$ cat src/sv/sfr_pkg.sv
// Shared types and constants for the stream find-and-replace block.
`default_nettype none
package sfr_pkg;
   localparam int MAX_PATTERN = 16;
   // longest pattern the block handles; also the depth of the held byte line
   localparam int PAT_CAP     = (MAX_PATTERN < 16) ? MAX_PATTERN : 16;
   localparam int CNT_W       = $clog2(PAT_CAP + 1);
   localparam int IDX_W       = $clog2(PAT_CAP);
   localparam int REPL_MAX    = 16;
   localparam int REP_IDX_W   = $clog2(REPL_MAX);
   localparam int LEN_W       = 5;
   localparam int CSR_IDX_W   = 3;
   localparam int CSR_DATA_W  = 64;

   typedef logic [7:0] byte_type;

   typedef enum logic [CSR_IDX_W-1:0] {
      CSR_PATTERN_LEN  = 3'd0,
      CSR_PATTERN_LOW  = 3'd1,
      CSR_PATTERN_HIGH = 3'd2,
      CSR_REPLACE_LEN  = 3'd3,
      CSR_REPLACE_LOW  = 3'd4,
      CSR_REPLACE_HIGH = 3'd5
   } csr_index_type;

   typedef enum logic [2:0] {
      ST_IDLE,
      ST_CHECK,
      ST_REPL,
      ST_DRAIN,
      ST_EMPTY
   } state_type;

   typedef struct packed {
      logic load;
      logic shift;
      logic clear;
   } held_ctrl_type;

   typedef struct packed {
      logic [CNT_W-1:0] count;
      logic             prefix_ok;
      byte_type         head;
   } held_stat_type;

   typedef struct packed {
      logic     valid;
      byte_type char_out;
      logic     has_char;
      logic     last_out;
   } emit_type;
endpackage
`default_nettype wire

$ cat src/sv/stream_find_replace_unit.sv
// An accepted beat goes through a check state, then the result beats, one per cycle
// while the output is not stalled, then a closing state; up to 16 result beats per
// accept, plus an empty end-marker state when needed. The next beat is taken only
// once the block is back in idle, so it works on one beat at a time. Results pass
// through one output register.
// Reset is synchronous, active high: held count zero, pattern_len 1, other CSRs zero.
`default_nettype none
module stream_find_replace_unit (
   input  wire logic                              clock,
   input  wire logic                              reset,
   input  wire logic                              csr_write,
   input  wire logic [sfr_pkg::CSR_IDX_W-1:0]     csr_index,
   input  wire logic [sfr_pkg::CSR_DATA_W-1:0]    csr_data,
   input  wire logic                              req_valid,
   output logic                                   req_stall,
   input  wire logic [7:0]                        req_char_in,
   input  wire logic                              req_end_of_text,
   output logic                                   rsp_valid,
   input  wire logic                              rsp_stall,
   output logic [7:0]                             rsp_char_out,
   output logic                                   rsp_has_char,
   output logic                                   rsp_last_out
);
   import sfr_pkg::*;

   logic [LEN_W-1:0]      pattern_len_ff;
   logic [CSR_DATA_W-1:0] pattern_low_ff;
   logic [CSR_DATA_W-1:0] pattern_high_ff;
   logic [LEN_W-1:0]      replace_len_ff;
   logic [CSR_DATA_W-1:0] replace_low_ff;
   logic [CSR_DATA_W-1:0] replace_high_ff;

   logic [CNT_W-1:0]         plen;
   logic [LEN_W-1:0]         rlen;
   logic [2*CSR_DATA_W-1:0]  pattern_all;
   logic [2*CSR_DATA_W-1:0]  replace_all;
   logic                     ready;
   logic                     req_fire;
   logic                     slot_free;
   held_ctrl_type            ctrl;
   held_stat_type            stat;
   emit_type                 emit;

   logic     rsp_valid_ff;
   byte_type rsp_char_ff;
   logic     rsp_has_ff;
   logic     rsp_last_ff;

   always_ff @(posedge clock) begin
      if (reset) begin
         pattern_len_ff  <= LEN_W'(1);
         pattern_low_ff  <= '0;
         pattern_high_ff <= '0;
         replace_len_ff  <= '0;
         replace_low_ff  <= '0;
         replace_high_ff <= '0;
      end else if (csr_write) begin
         unique case (csr_index_type'(csr_index))
            CSR_PATTERN_LEN:  pattern_len_ff  <= csr_data[LEN_W-1:0];
            CSR_PATTERN_LOW:  pattern_low_ff  <= csr_data;
            CSR_PATTERN_HIGH: pattern_high_ff <= csr_data;
            CSR_REPLACE_LEN:  replace_len_ff  <= csr_data[LEN_W-1:0];
            CSR_REPLACE_LOW:  replace_low_ff  <= csr_data;
            CSR_REPLACE_HIGH: replace_high_ff <= csr_data;
            default: ;
         endcase
      end
   end

   // zero pattern length acts as one; oversize lengths saturate
   always_comb begin
      if (pattern_len_ff == '0) begin
         plen = CNT_W'(1);
      end else if (pattern_len_ff > LEN_W'(PAT_CAP)) begin
         plen = CNT_W'(PAT_CAP);
      end else begin
         plen = CNT_W'(pattern_len_ff);
      end
      if (replace_len_ff > LEN_W'(REPL_MAX)) begin
         rlen = LEN_W'(REPL_MAX);
      end else begin
         rlen = replace_len_ff;
      end
   end

   assign pattern_all = {pattern_high_ff, pattern_low_ff};
   assign replace_all = {replace_high_ff, replace_low_ff};

   assign slot_free = !rsp_valid_ff || !rsp_stall;
   assign req_stall = !ready;
   assign req_fire  = req_valid && ready;

   sfr_held u_held (
      .clock         (clock),
      .reset         (reset),
      .ctrl          (ctrl),
      .char_in       (req_char_in),
      .pattern_bytes (pattern_all[PAT_CAP*8-1:0]),
      .stat          (stat)
   );

   sfr_seq u_seq (
      .clock         (clock),
      .reset         (reset),
      .req_fire      (req_fire),
      .req_eot       (req_end_of_text),
      .slot_free     (slot_free),
      .stat          (stat),
      .plen          (plen),
      .rlen          (rlen),
      .replace_bytes (replace_all[REPL_MAX*8-1:0]),
      .ready         (ready),
      .ctrl          (ctrl),
      .emit          (emit)
   );

   always_ff @(posedge clock) begin
      if (reset) begin
         rsp_valid_ff <= 1'b0;
      end else if (emit.valid) begin
         rsp_valid_ff <= 1'b1;
      end else if (!rsp_stall) begin
         rsp_valid_ff <= 1'b0;
      end
      if (emit.valid) begin
         rsp_char_ff <= emit.char_out;
         rsp_has_ff  <= emit.has_char;
         rsp_last_ff <= emit.last_out;
      end
   end

   assign rsp_valid    = rsp_valid_ff;
   assign rsp_char_out = rsp_char_ff;
   assign rsp_has_char = rsp_has_ff;
   assign rsp_last_out = rsp_last_ff;
endmodule
`default_nettype wire

$ cat src/sv/sfr_held.sv
// Held byte shift line with the parallel prefix compare against the pattern.
`default_nettype none
module sfr_held (
   input  wire logic                              clock,
   input  wire logic                              reset,
   input  wire sfr_pkg::held_ctrl_type            ctrl,
   input  wire sfr_pkg::byte_type                 char_in,
   input  wire logic [sfr_pkg::PAT_CAP*8-1:0]     pattern_bytes,
   output sfr_pkg::held_stat_type                 stat
);
   import sfr_pkg::*;

   byte_type         held_ff [PAT_CAP];
   byte_type         held_in [PAT_CAP];
   logic [CNT_W-1:0] count_ff;
   logic [CNT_W-1:0] count_in;
   logic [PAT_CAP-1:0] mismatch;
   logic [PAT_CAP-1:0] in_range;

   always_comb begin
      held_in  = held_ff;
      count_in = count_ff;
      if (ctrl.clear) begin
         count_in = '0;
      end else if (ctrl.load) begin
         held_in[count_ff[IDX_W-1:0]] = char_in;
         count_in = count_ff + CNT_W'(1);
      end else if (ctrl.shift) begin
         for (int i = 0; i < PAT_CAP - 1; i++) begin
            held_in[i] = held_ff[i+1];
         end
         count_in = count_ff - CNT_W'(1);
      end
   end

   // prefix test over the first count entries, all bytes compared at once
   always_comb begin
      for (int i = 0; i < PAT_CAP; i++) begin
         mismatch[i] = (held_ff[i] != pattern_bytes[8*i +: 8]);
         in_range[i] = (CNT_W'(i) < count_ff);
      end
   end

   assign stat.count     = count_ff;
   assign stat.prefix_ok = ~|(mismatch & in_range);
   assign stat.head      = held_ff[0];

   always_ff @(posedge clock) begin
      held_ff <= held_in;
      if (reset) begin
         count_ff <= '0;
      end else begin
         count_ff <= count_in;
      end
   end
endmodule
`default_nettype wire

$ cat src/sv/sfr_seq.sv
// Sequencer: match decision, replacement emission, drain and end-of-text flush.
`default_nettype none
module sfr_seq (
   input  wire logic                                clock,
   input  wire logic                                reset,
   input  wire logic                                req_fire,
   input  wire logic                                req_eot,
   input  wire logic                                slot_free,
   input  wire sfr_pkg::held_stat_type              stat,
   input  wire logic [sfr_pkg::CNT_W-1:0]           plen,
   input  wire logic [sfr_pkg::LEN_W-1:0]           rlen,
   input  wire logic [sfr_pkg::REPL_MAX*8-1:0]      replace_bytes,
   output logic                                     ready,
   output sfr_pkg::held_ctrl_type                   ctrl,
   output sfr_pkg::emit_type                        emit
);
   import sfr_pkg::*;

   state_type        state_ff;
   state_type        state_in;
   logic             eot_ff;
   logic             eot_in;
   logic             emitted_ff;
   logic             emitted_in;
   logic [LEN_W-1:0] ri_ff;
   logic [LEN_W-1:0] ri_in;
   logic             match;
   logic             drain_go;
   logic             repl_go;

   assign match    = (stat.count == plen) && stat.prefix_ok;
   // held bytes that can no longer start a match, or all of them at end of text
   assign drain_go = (stat.count != '0) &&
                     (eot_ff || (stat.count >= plen) || !stat.prefix_ok);
   assign repl_go  = (ri_ff != rlen);

   always_comb begin
      state_in = state_ff;
      unique case (state_ff)
         ST_IDLE: begin
            if (req_fire) state_in = ST_CHECK;
         end
         ST_CHECK: begin
            state_in = match ? ST_REPL : ST_DRAIN;
         end
         ST_REPL: begin
            if (!repl_go) begin
               state_in = (eot_ff && (rlen == '0)) ? ST_EMPTY : ST_IDLE;
            end
         end
         ST_DRAIN: begin
            if (!drain_go) begin
               state_in = (eot_ff && !emitted_ff) ? ST_EMPTY : ST_IDLE;
            end
         end
         ST_EMPTY: begin
            if (slot_free) state_in = ST_IDLE;
         end
         default: state_in = ST_IDLE;
      endcase
   end

   always_comb begin
      ready         = 1'b0;
      ctrl          = '0;
      emit          = '0;
      eot_in        = eot_ff;
      emitted_in    = emitted_ff;
      ri_in         = ri_ff;
      unique case (state_ff)
         ST_IDLE: begin
            ready     = 1'b1;
            ctrl.load = req_fire;
            if (req_fire) begin
               eot_in     = req_eot;
               emitted_in = 1'b0;
            end
         end
         ST_CHECK: begin
            ctrl.clear = match;
            ri_in      = '0;
         end
         ST_REPL: begin
            if (repl_go && slot_free) begin
               emit.valid    = 1'b1;
               emit.char_out = replace_bytes[8*ri_ff[REP_IDX_W-1:0] +: 8];
               emit.has_char = 1'b1;
               emit.last_out = eot_ff && (ri_ff == rlen - LEN_W'(1));
               ri_in         = ri_ff + LEN_W'(1);
            end
         end
         ST_DRAIN: begin
            if (drain_go && slot_free) begin
               ctrl.shift    = 1'b1;
               emit.valid    = 1'b1;
               emit.char_out = stat.head;
               emit.has_char = 1'b1;
               emit.last_out = eot_ff && (stat.count == CNT_W'(1));
               emitted_in    = 1'b1;
            end
         end
         ST_EMPTY: begin
            if (slot_free) begin
               emit.valid    = 1'b1;
               emit.last_out = 1'b1;
            end
         end
         default: begin
            ready = 1'b0;
         end
      endcase
   end

   always_ff @(posedge clock) begin
      if (reset) begin
         state_ff   <= ST_IDLE;
         eot_ff     <= 1'b0;
         emitted_ff <= 1'b0;
         ri_ff      <= '0;
      end else begin
         state_ff   <= state_in;
         eot_ff     <= eot_in;
         emitted_ff <= emitted_in;
         ri_ff      <= ri_in;
      end
   end
endmodule
`default_nettype wire

$ cat config.mk
export PLATFORM = sky130hd
export DESIGN_NAME = stream_find_replace_unit
export DESIGN_NICKNAME = d
export VERILOG_FILES = /design/src/sv/sfr_pkg.sv /design/src/sv/stream_find_replace_unit.sv /design/src/sv/sfr_held.sv /design/src/sv/sfr_seq.sv
export SDC_FILE = /design/constraint.sdc
export NUM_CORES = 1
export LEC_CHECK = 0
export BUFFER_PORTS_ARGS = -buffer_cell sky130_fd_sc_hd__buf_2
export CORE_MARGIN = 2
export CORE_UTILIZATION = 66
export DETAILED_ROUTE_END_ITERATION = 10
export PLACE_DENSITY_LB_ADDON = 0.08
export SLEW_MARGIN = 15
export SYNTH_ARGS = -nofsm -noshare
export SYNTH_HDL_FRONTEND = slang
export SYNTH_SLANG_ARGS = --single-unit
$ cat constraint.sdc
create_clock -name clock -period 4.4 [get_ports clock]
set_input_delay 1.1 -clock clock [delete_from_list [all_inputs] [get_ports clock]]
set_output_delay 1.1 -clock clock [all_outputs]
set_load 0.02 [all_outputs]
Yosys cells after proc, flatten, opt, wreduce, memory -nomap -nowiden. Index checks and enable logic that the tools add are counted.

Output and inout bits: 12. Register bits after elaboration: 420. Bits of input ports: 81. Word-level logic and storage cells: 172.

Equal/unequal tests: 36. Shift-type cells: 1. Bitwise logic cells: 3. Add/sub/neg operators: 4. Order comparisons: 21. Reductions and logical operators: 40. Multiplexer cells: 36.

Operators by type and width (count): 120-bit 2-to-1 mux (2); 128-bit bitwise mux (1); 8-bit != test (16); 128-bit by 8-bit variable part select with 8-bit output (1); 4-bit by 5-bit < comparator with 1-bit output (first input constant) (8); 8-bit demux with 4-bit select (1); 5-bit 2-to-1 mux (6); 11-bit 2-to-1 mux (2); 3-bit by 5-bit < comparator with 1-bit output (first input constant) (4); 2-bit AND reduction (10); 3-bit 2-to-1 mux (6); 9-bit one-hot mux with 2 select lines (1); 16-bit AND (1); 16-bit OR reduction (1); 3-bit one-hot mux with 5 select lines (1); 3-bit by 2-bit == test with 1-bit output (second input constant) (4); 1-bit 2-to-1 mux (11); 5-bit by 1-bit adder with 5-bit output (second input constant) (2); 5-bit == test (2); 5-bit > comparator (second input constant) (2); 1-bit logical AND (10); 5-bit logical NOT (2); 1-bit by 5-bit < comparator with 1-bit output (first input constant) (2); 2-bit by 5-bit < comparator with 1-bit output (first input constant) (2); 24 further kinds (43).

Longest topological paths before layout. Gate-level depths: netlist of run 1.

Word-level depth: 12. Gate-level depth with buffers: 13. Depth with buffers taken out: 12.

Modules after synthesis. Synthesis of run 1 repeated with hierarchy kept, for this count alone.

Cells, all modules: 1742. Area total of the unflattened synthesis: 20120.5 µm².

Modules (own cells, without submodules): stream_find_replace_unit (seq. area each 5645.4 µm², instances 1, area an instance 10908.0 µm², cells an instance 965); sfr_held (seq. area each 3943.8 µm², instances 1, area an instance 7124.3 µm², cells an instance 567); sfr_seq (seq. area each 200.2 µm², instances 1, area an instance 2088.3 µm², cells an instance 210).

Least setup slack after synthesis of run 1. Ideal clock, no wire load.

Path kind: reg-to-reg. Start: register pattern_len_ff[4]. End: register rsp_char_ff[0], in the netlist rsp_char_out[0] (enable). Path slack: 1.702 ns. Stages on the path, launching flop included: 12. Buffers on the path: 1. Arrival: 2.313 ns. Data required time: 4.014 ns. Library setup time: 0.386 ns. Clock period less this slack: 2.698 ns. Path through: dfxtp_1 inv_1 nand2_1 ha_1 nor2b_1 o21a_1 o21a_1 o21ai_0 nand4b_4 o21ai_4 buf_6 o21ai_0.

RTL lines: start: declaration (RTL line stream_find_replace_unit.sv:26) `logic [LEN_W-1:0] pattern_len_ff;`; start signal: assignment (RTL line stream_find_replace_unit.sv:59) `CSR_PATTERN_LEN: pattern_len_ff <= csr_data[LEN_W-1:0];`; end signal: assignment (RTL line stream_find_replace_unit.sv:126) `rsp_char_ff <= emit.char_out;`; end: declaration (RTL line stream_find_replace_unit.sv:45) `byte_type rsp_char_ff;`.

Worst setup path in the final report of run 1.
Start: register u_held.held_ff[43] (netlist name). End: register u_held.held_ff[114] (netlist name) (enable).

Word-level cells in the longest chain between the ends: 10. Elaborated cells between the ends (all ways): 14. Those cells by class: 1 x eq/ne; 3 x mux; 2 x bitwise; 8 x reduce/logical.

RTL lines: start: declaration (RTL line sfr_held.sv:13) `byte_type held_ff [PAT_CAP];`; start signal: assignment (RTL line sfr_held.sv:49) `held_ff <= held_in;`; 8-bit != test (*) (RTL line sfr_held.sv:39) `mismatch[i] = (held_ff[i] != pattern_bytes[8*i +: 8]);`; 16-bit AND (*) (RTL line sfr_held.sv:45) `assign stat.prefix_ok = ~|(mismatch & in_range);`; 16-bit OR reduction (*) (RTL line sfr_held.sv:45); 1-bit logical OR (RTL line sfr_seq.sv:34) `(eot_ff || (stat.count >= plen) || !stat.prefix_ok);`; 1-bit logical AND (RTL line sfr_seq.sv:33) `assign drain_go = (stat.count != '0) &&`; 1-bit logical AND (RTL line sfr_seq.sv:93) `if (drain_go && slot_free) begin`; 1-bit 2-to-1 mux (RTL line sfr_seq.sv:93); 1-bit 2-to-1 mux (RTL line sfr_seq.sv:70) `unique case (state_ff)`; 2-bit nonzero test (no line); 2-bit AND reduction (no line) (*).

Mark *: on every way between the ends. The rest lies on a longest branch, timed or not. A chain may end at the register's enable or synchronous reset.

==> impl_metrics.csv, run 1 <==
group,metric,value,unit
sta,slew_headroom,25.78,%
clock_network,clockBufferDepth,3,
sta,rsz0062_at_grt,"no",
critical_path,crit_type,"flop to flop",
synthesis,ys_seq_area_share,51.23,%
synthesis,synth_area_leaders,"dfxtp_1 30%, edfxtp_1 22%, nand2_1 16%, a21oi_1 7.3%, xor2_1 5.9%",
global_route,grt_antenna_before_repair,0,
finish,area_growth_syn_to_layout,10.83,%
synthesis,synthFlopType,"dfxtp_1",
clock_network,cts-root-buf,"clkbuf_16",
sta,hold_viol_final,0,
clock_network,post_cts_buffers,0,
pwr,max-vdd-ir-drop,0.3534,mV
floorplanning,fp-row-count,62,
finish,num-nets-final,2287,
critical_path,arrival,3.80,ns
clock_network,clk_pin_slew,0.06,ns
global_route,busiest_layer,"met2",
synthesis,syn_area_per_cell,8.725,µm²
floorplanning,dieWidth,174.2,µm
global_route,grt_usage,37.19,%
clock_network,clock_latency,0.54,ns
sta,period_needed,3.667,ns
critical_path,crit_path_start_kind,"flop",
synthesis,synth_top_cell_by_area,"dfxtp_1",
finish,drive_gt1_share,10.63,%
clock_network,numCtsBuffers,44,
min_path,hold_path_depth,2,
global_route,grt_pass1_wl,86.59,mm
placed_design,port_buffers,92,
synthesis,syn_nets,2284,
sta,finalSetupViolCount,0,
sta,skew,0.02216,ns
clock_network,cts_tree,"built",
detailed_routing,totalWireLength,56.58,mm
clock_network,clock-sinks,420,
critical_path,endpoint_kind,"flop",
clock_network,htreeDepth,2,
synthesis,yosysWarningCount,0,
pwr,power.density,424.1,nW/µm²
sta,fmax,0.2727,GHz
global_route,grtUsageMet3,6.605,%
floorplanning,die_h,174.2,µm
critical_path,critPathRequiredTime,4.53,ns
global_route,use_met2,59.10,%
critical_path,r2r_cells,7,
global_route,met1_usage,50.00,%
synthesis,synth_edf_count,138,
clock_network,ctsHoldBuffers,0,
finish,nFillCells,2197,
synthesis,synthArstFlopShare,0,%
sta,worst_pin_slew,1.102,ns
floorplanning,coreArea,28630,µm²
detailed_routing,vias,16170,
placed_design,gp_congestion,0.9480,
synthesis,syn_area,19110,µm²
sta,finalCritPeriodShare,83.35,%
job,max_cap_viol_count,0,
synthesis,synth_cell_types,54,
min_path,hold_class,"flop to flop",
global_route,grt_pass1_vias,15010,
detailed_routing,drtPass1Iterations,8,
floorplanning,dieArea,30330,µm²
placed_design,dpl_worst_slack,0.8411,ns
finish,post-route-util,73.98,%
placed_design,hpwl,38.20,mm
sta,slew_viol_final,0,
sta,fin_tns_setup,0,ns
status,status,"completed",
detailed_routing,via_per_inst,6.186,
global_route,grt_max_degree,162,
detailed_routing,detail-route-antenna-nets,0,
sta,timing.final.ws_setup,0.7326,ns
synthesis,synth_seq_cells,420,
finish,n_antenna_cell,0,
detailed_routing,drt_iter0_drc,1695,
critical_path,critPathMaxFanout,14,
synthesis,syn_inst,2190,
detailed_routing,post_drt_wl_per_cell,21.65,µm
floorplanning,start_util,66.75,%
synthesis,yosys.area.top_type_share,29.54,%
pwr,p_leak,8.172,nW
global_route,grt_overflow,0,
floorplanning,io_pins,93,
detailed_routing,drcViolationCount,0,
clock_network,cts_repair_resize_count,0,
[cell usage after synthesis, types with 8 or more instances]
master and instances:
mux4_2 40, nor2_1 32, dfxtp_1 282, inv_1 8
a21oi_1 277, nor3_1 13, nor4_1 28, nand3_1 130
buf_1 11, and2_1 16, edfxtp_1 138, ha_1 13
nand2b_1 8, xnor2_1 13, a32o_1 8, nand2_1 815
mux2i_1 15, xor2_1 129, clkbuf_1 134
[report_power, final]
part	switching [W]	internal [W]
clock network	0.00153	0.00234
registers	0.0000946	0.00413
logic	0.000626	0.000254
[area by class of cell]
type / instances / area (µm²) / share of cell area [%]
multi-input combinational: 1607 / 8727 / 41.21
tap: 384 / 480.5 / 2.269
clock inverter: 26 / 306.5 / 1.447
inverter: 8 / 30.03 / 0.1418
sequential: 420 / 9791 / 46.23
timing repair buffer: 112 / 644.4 / 3.043
clock buffer: 56 / 1199 / 5.660
[routing by layer]
| metal | part of all wire [%] | vias up |
|---|---|---|
| li1 | - | 7375 |
| met1 | 39 | 7706 |
| met2 | 46 | 920 |
| met3 | 10 | 164 |
| met4 | 5.5 | 0 |
| met5 | 0 | - |
[critical path, cell delays in order (launching register included)]
cell and delay, ns:
edfxtp_1 0.44, xor2_1 0.18, nor4_2 0.53, nand4_1 0.30, o21ai_0 0.32, nand4_1 0.35
o21ai_4 0.58, o21ai_0 0.56
[registers in the layout, summed over array words and instances, names as in the netlist, 3 cells and up]
name,flops
u_held.held_ff,120
pattern_high_ff,64
pattern_low_ff,64
replace_high_ff,64
replace_low_ff,64
rsp_char_out,8
u_held.stat,8
pattern_len_ff,5
replace_len_ff,5
u_held.count_ff,5
u_seq.ri_ff,5
u_seq.state_ff,3
[metrics by stage]
stage	hold slack, ns	power, W	area, µm²	cells
final	0.4508	0.008981	21180	2613
after global routing	0.4722	0.009221	21180	2613
after CTS	0.4534	0.008966	21170	2613
after detailed placement	0.4454	0.005152	19670	2531
after global placement	0.4384	0.005131	19670	2531
after floorplan	0.4331	0.004829	19110	2190
[logic make-up (layout without fill, tap and decap cells)]
family / count (synthesis) / after routing / synth area share (%)
AOI/OAI and AO/OA: 323 / 323 / 9.115
and+or+nand+nor: 1074 / 1074 / 23.44
DFF: 420 / 420 / 51.23
muxes: 55 / 55 / 5.500
xor gates and xnor gates: 142 / 142 / 6.509
buffers and inverters: 163 / 202 / 3.359
adders and majority gates: 13 / 13 / 0.8513
[cell usage in the layout (no fill, tap or decap), drive strengths merged, types with 4 or more instances in the layout]
master  instances
and3            5
nand4           5
edfxtp        138
o22ai           5
nor3           13
ha             13
bufinv          7
buf           111
nand3         131
clkinv         15
clkbuf         57
o21a            4
mux4           40
a21oi         278
dfxtp         282
o21ai           8
and2           17
xor2          129
a31oi           6
xnor2          13
nand2         815
or3             4
nand2b          8
nor2b           6
inv            11
mux2i          15
nor4           31
a32o            8
nor2           32
[worst paths after layout]
path | start | endpoint | slack, ns
hold reg to reg | replace_low_ff[22] | replace_low_ff[22] | 0.45
setup / recovery | u_held.held_ff[43] | u_held.held_ff[114] | 0.73
setup reg to reg | u_held.held_ff[43] | u_held.held_ff[114] | 0.73
hold / removal | replace_low_ff[22] | replace_low_ff[22] | 0.45
Power figures use the tool's default switching activity.
==> inputs of run 2 (changes only) <==
CORE_UTILIZATION = 56   (was 66)
clock period = 3.2 ns   (was 4.4 ns; I/O delays follow)
==> run 2 against run 1 <==
Against the previous run: sequential power is 37% higher; clock power rose by 27%; critical endpoint is now u_held.held_ff[66]; non-clock buffer count grew 15; sequential cell count stayed put.
==> impl_metrics.csv, run 2 (synthesis gave the netlist of run 1 again) <==
group,metric,value,unit
finish,drive_gt1_share,11.16,%
detailed_routing,drcViolationCount,0,
finish,num-nets-final,2301,
finish,area_growth_syn_to_layout,11.69,%
clock_network,clock-sinks,420,
status,status,"completed",
pwr,p_comb_share,10.4,%
finish,layout_common_cells,"813 x nand2_1, 281 x dfxtp_1, 277 x a21oi_1, 138 x edfxtp_1",
global_route,grt_pass1_wl,88.18,mm
placed_design,hpwl,39.65,mm
sta,finalSetupViolCount,0,
clock_network,post_cts_buffers,0,
critical_path,critPathRequiredTime,3.44,ns
critical_path,crit_type,"flop to flop",
pwr,power.density,559.5,nW/µm²
detailed_routing,drt_iter0_drc,1779,
pwr,p_int,0.008889,W
sta,finalCritPeriodShare,95.88,%
sta,hold_viol_final,0,
detailed_routing,post_drt_wl_per_cell,21.56,µm
global_route,grt_max_degree,128,
detailed_routing,totalWireLength,57.95,mm
floorplanning,coreArea,33530,µm²
finish,final_common_cell,"nand2_1",
clock_network,cts_tree,"built",
detailed_routing,drtPass1Iterations,7,
sta,period_needed,3.068,ns
global_route,grt_usage,32.62,%
pwr,p_seq_share,48.6,%
placed_design,dpl_worst_slack,0.2172,ns
critical_path,reg2reg_slack,0.13,ns
clock_network,htreeDepth,2,
critical_path,critPathMaxFanout,19,
floorplanning,io_pins,93,
pwr,swShare,25.56,%
pwr,power,0.01194,W
detailed_routing,detail-route-antenna-nets,0,
detailed_routing,via_per_inst,5.921,
critical_path,arrival,3.31,ns
sta,fmax,0.3259,GHz
finish,fin_cells,2688,
min_path,hold_class,"flop to flop",
floorplanning,start_util,56.99,%
placed_design,port_buffers,92,
placed_design,dp_cells,2610,
finish,largest_reg_flops,120,
placed_design,gp_congestion,0.9625,
floorplanning,die_h,188.7,µm
sta,slew_headroom,47.26,%
pwr,p_leak,8.216,nW
critical_path,crit_path_start_kind,"flop",
sta,skew,0.01996,ns
finish,nFillCells,2865,
finish,n_antenna_cell,0,
clock_network,cts-root-buf,"clkbuf_16",
floorplanning,dieWidth,188.7,µm
clock_network,clockBufferDepth,3,
finish,top_register,"u_held.held_ff",
sta,slew_viol_final,0,
sta,worst_pin_slew,0.7911,ns
pwr,max-vdd-ir-drop,0.4774,mV
pwr,pwr-share-clk,41.0,%
detailed_routing,vias,15920,
sta,timing.final.ws_setup,0.1317,ns
sta,fin_hold_ws,0.4515,ns
floorplanning,dieArea,35620,µm²
pwr,switchingPower,0.003052,W
critical_path,endpoint_kind,"flop",
clock_network,clk_pin_slew,0.06,ns
clock_network,numCtsBuffers,43,
sta,fin_tns_setup,0,ns
global_route,grt_overflow,0,
global_route,grt_pass1_vias,14550,
global_route,grt_antenna_before_repair,2,
clock_network,clock_latency,0.55,ns
job,max_cap_viol_count,0,
floorplanning,fp-row-count,67,
## run 2: repair_timing
item / CTS / global route
gates resized for setup: 0 / 2
hold buffers: 0 / 0
hold endpoints to repair: 0 / 0
setup endpoints to repair: 0 / 7
## run 2: critical path, stage by stage, from the launching register on
cell and delay [ns]:
edfxtp_1 0.42, xor2_1 0.16, nor4_1 0.65, a21oi_1 0.14
a2111o_1 0.46, nand4b_4 0.22, o21ai_4 0.21, buf_12 0.21
nand2_1 0.25
## run 2: area by class of cell
type                       instances  area, µm²  share of cell area [%]
inverter                           8      30.03                  0.1407
clock inverter                    10      91.34                  0.4280
timing repair buffer             127      857.1                   4.016
sequential                       420       9791                   45.88
multi-input combinational       1607       8731                   40.91
clock buffer                      68       1281                   6.003
tap                              448      560.5                   2.626
## run 2: final timing paths
| kind | startpoint | to | cells past startpoint |
|---|---|---|---|
| max | u_held.held_ff[12] | u_held.held_ff[66] | 8 |
| min | replace_low_ff[20] | replace_low_ff[20] | 2 |
| max reg2reg | u_held.held_ff[12] | u_held.held_ff[66] | 8 |
| min reg2reg | replace_low_ff[20] | replace_low_ff[20] | 2 |
## run 2: per-layer routing
| metal | share of wire (%) | vias to the layer above | routed length, µm | global-route usage [%] |
|---|---|---|---|---|
| met5 | 0 | - | 0 | 0 |
| met4 | 4.0 | 0 | 2295 | 11.72 |
| met3 | 8.3 | 115 | 4819 | 4.209 |
| met2 | 47 | 728 | 27120 | 52.67 |
| met1 | 41 | 7672 | 23720 | 45.32 |
| li1 | - | 7400 | - | - |
## run 2: power by group through the flow
| stage | registers, W | clock network [W] | logic, W |
|---|---|---|---|
| after floorplan | 0.00587 | 0 | 0.000765 |
| after global placement | 0.00591 | 0 | 0.00120 |
| after detailed placement | 0.00591 | 0 | 0.00122 |
| after CTS | 0.00580 | 0.00495 | 0.00122 |
| after global routing | 0.00581 | 0.00518 | 0.00135 |
| final | 0.00580 | 0.00490 | 0.00124 |
## run 2: per-stage QoR
| stage | util, % | instance area (µm²) |
|---|---|---|
| after floorplan | - | 19110 |
| after global placement | 59.53 | 19960 |
| after detailed placement | 59.53 | 19960 |
| after CTS | 63.62 | 21330 |
| after global routing | 63.65 | 21340 |
| final | 63.65 | 21340 |
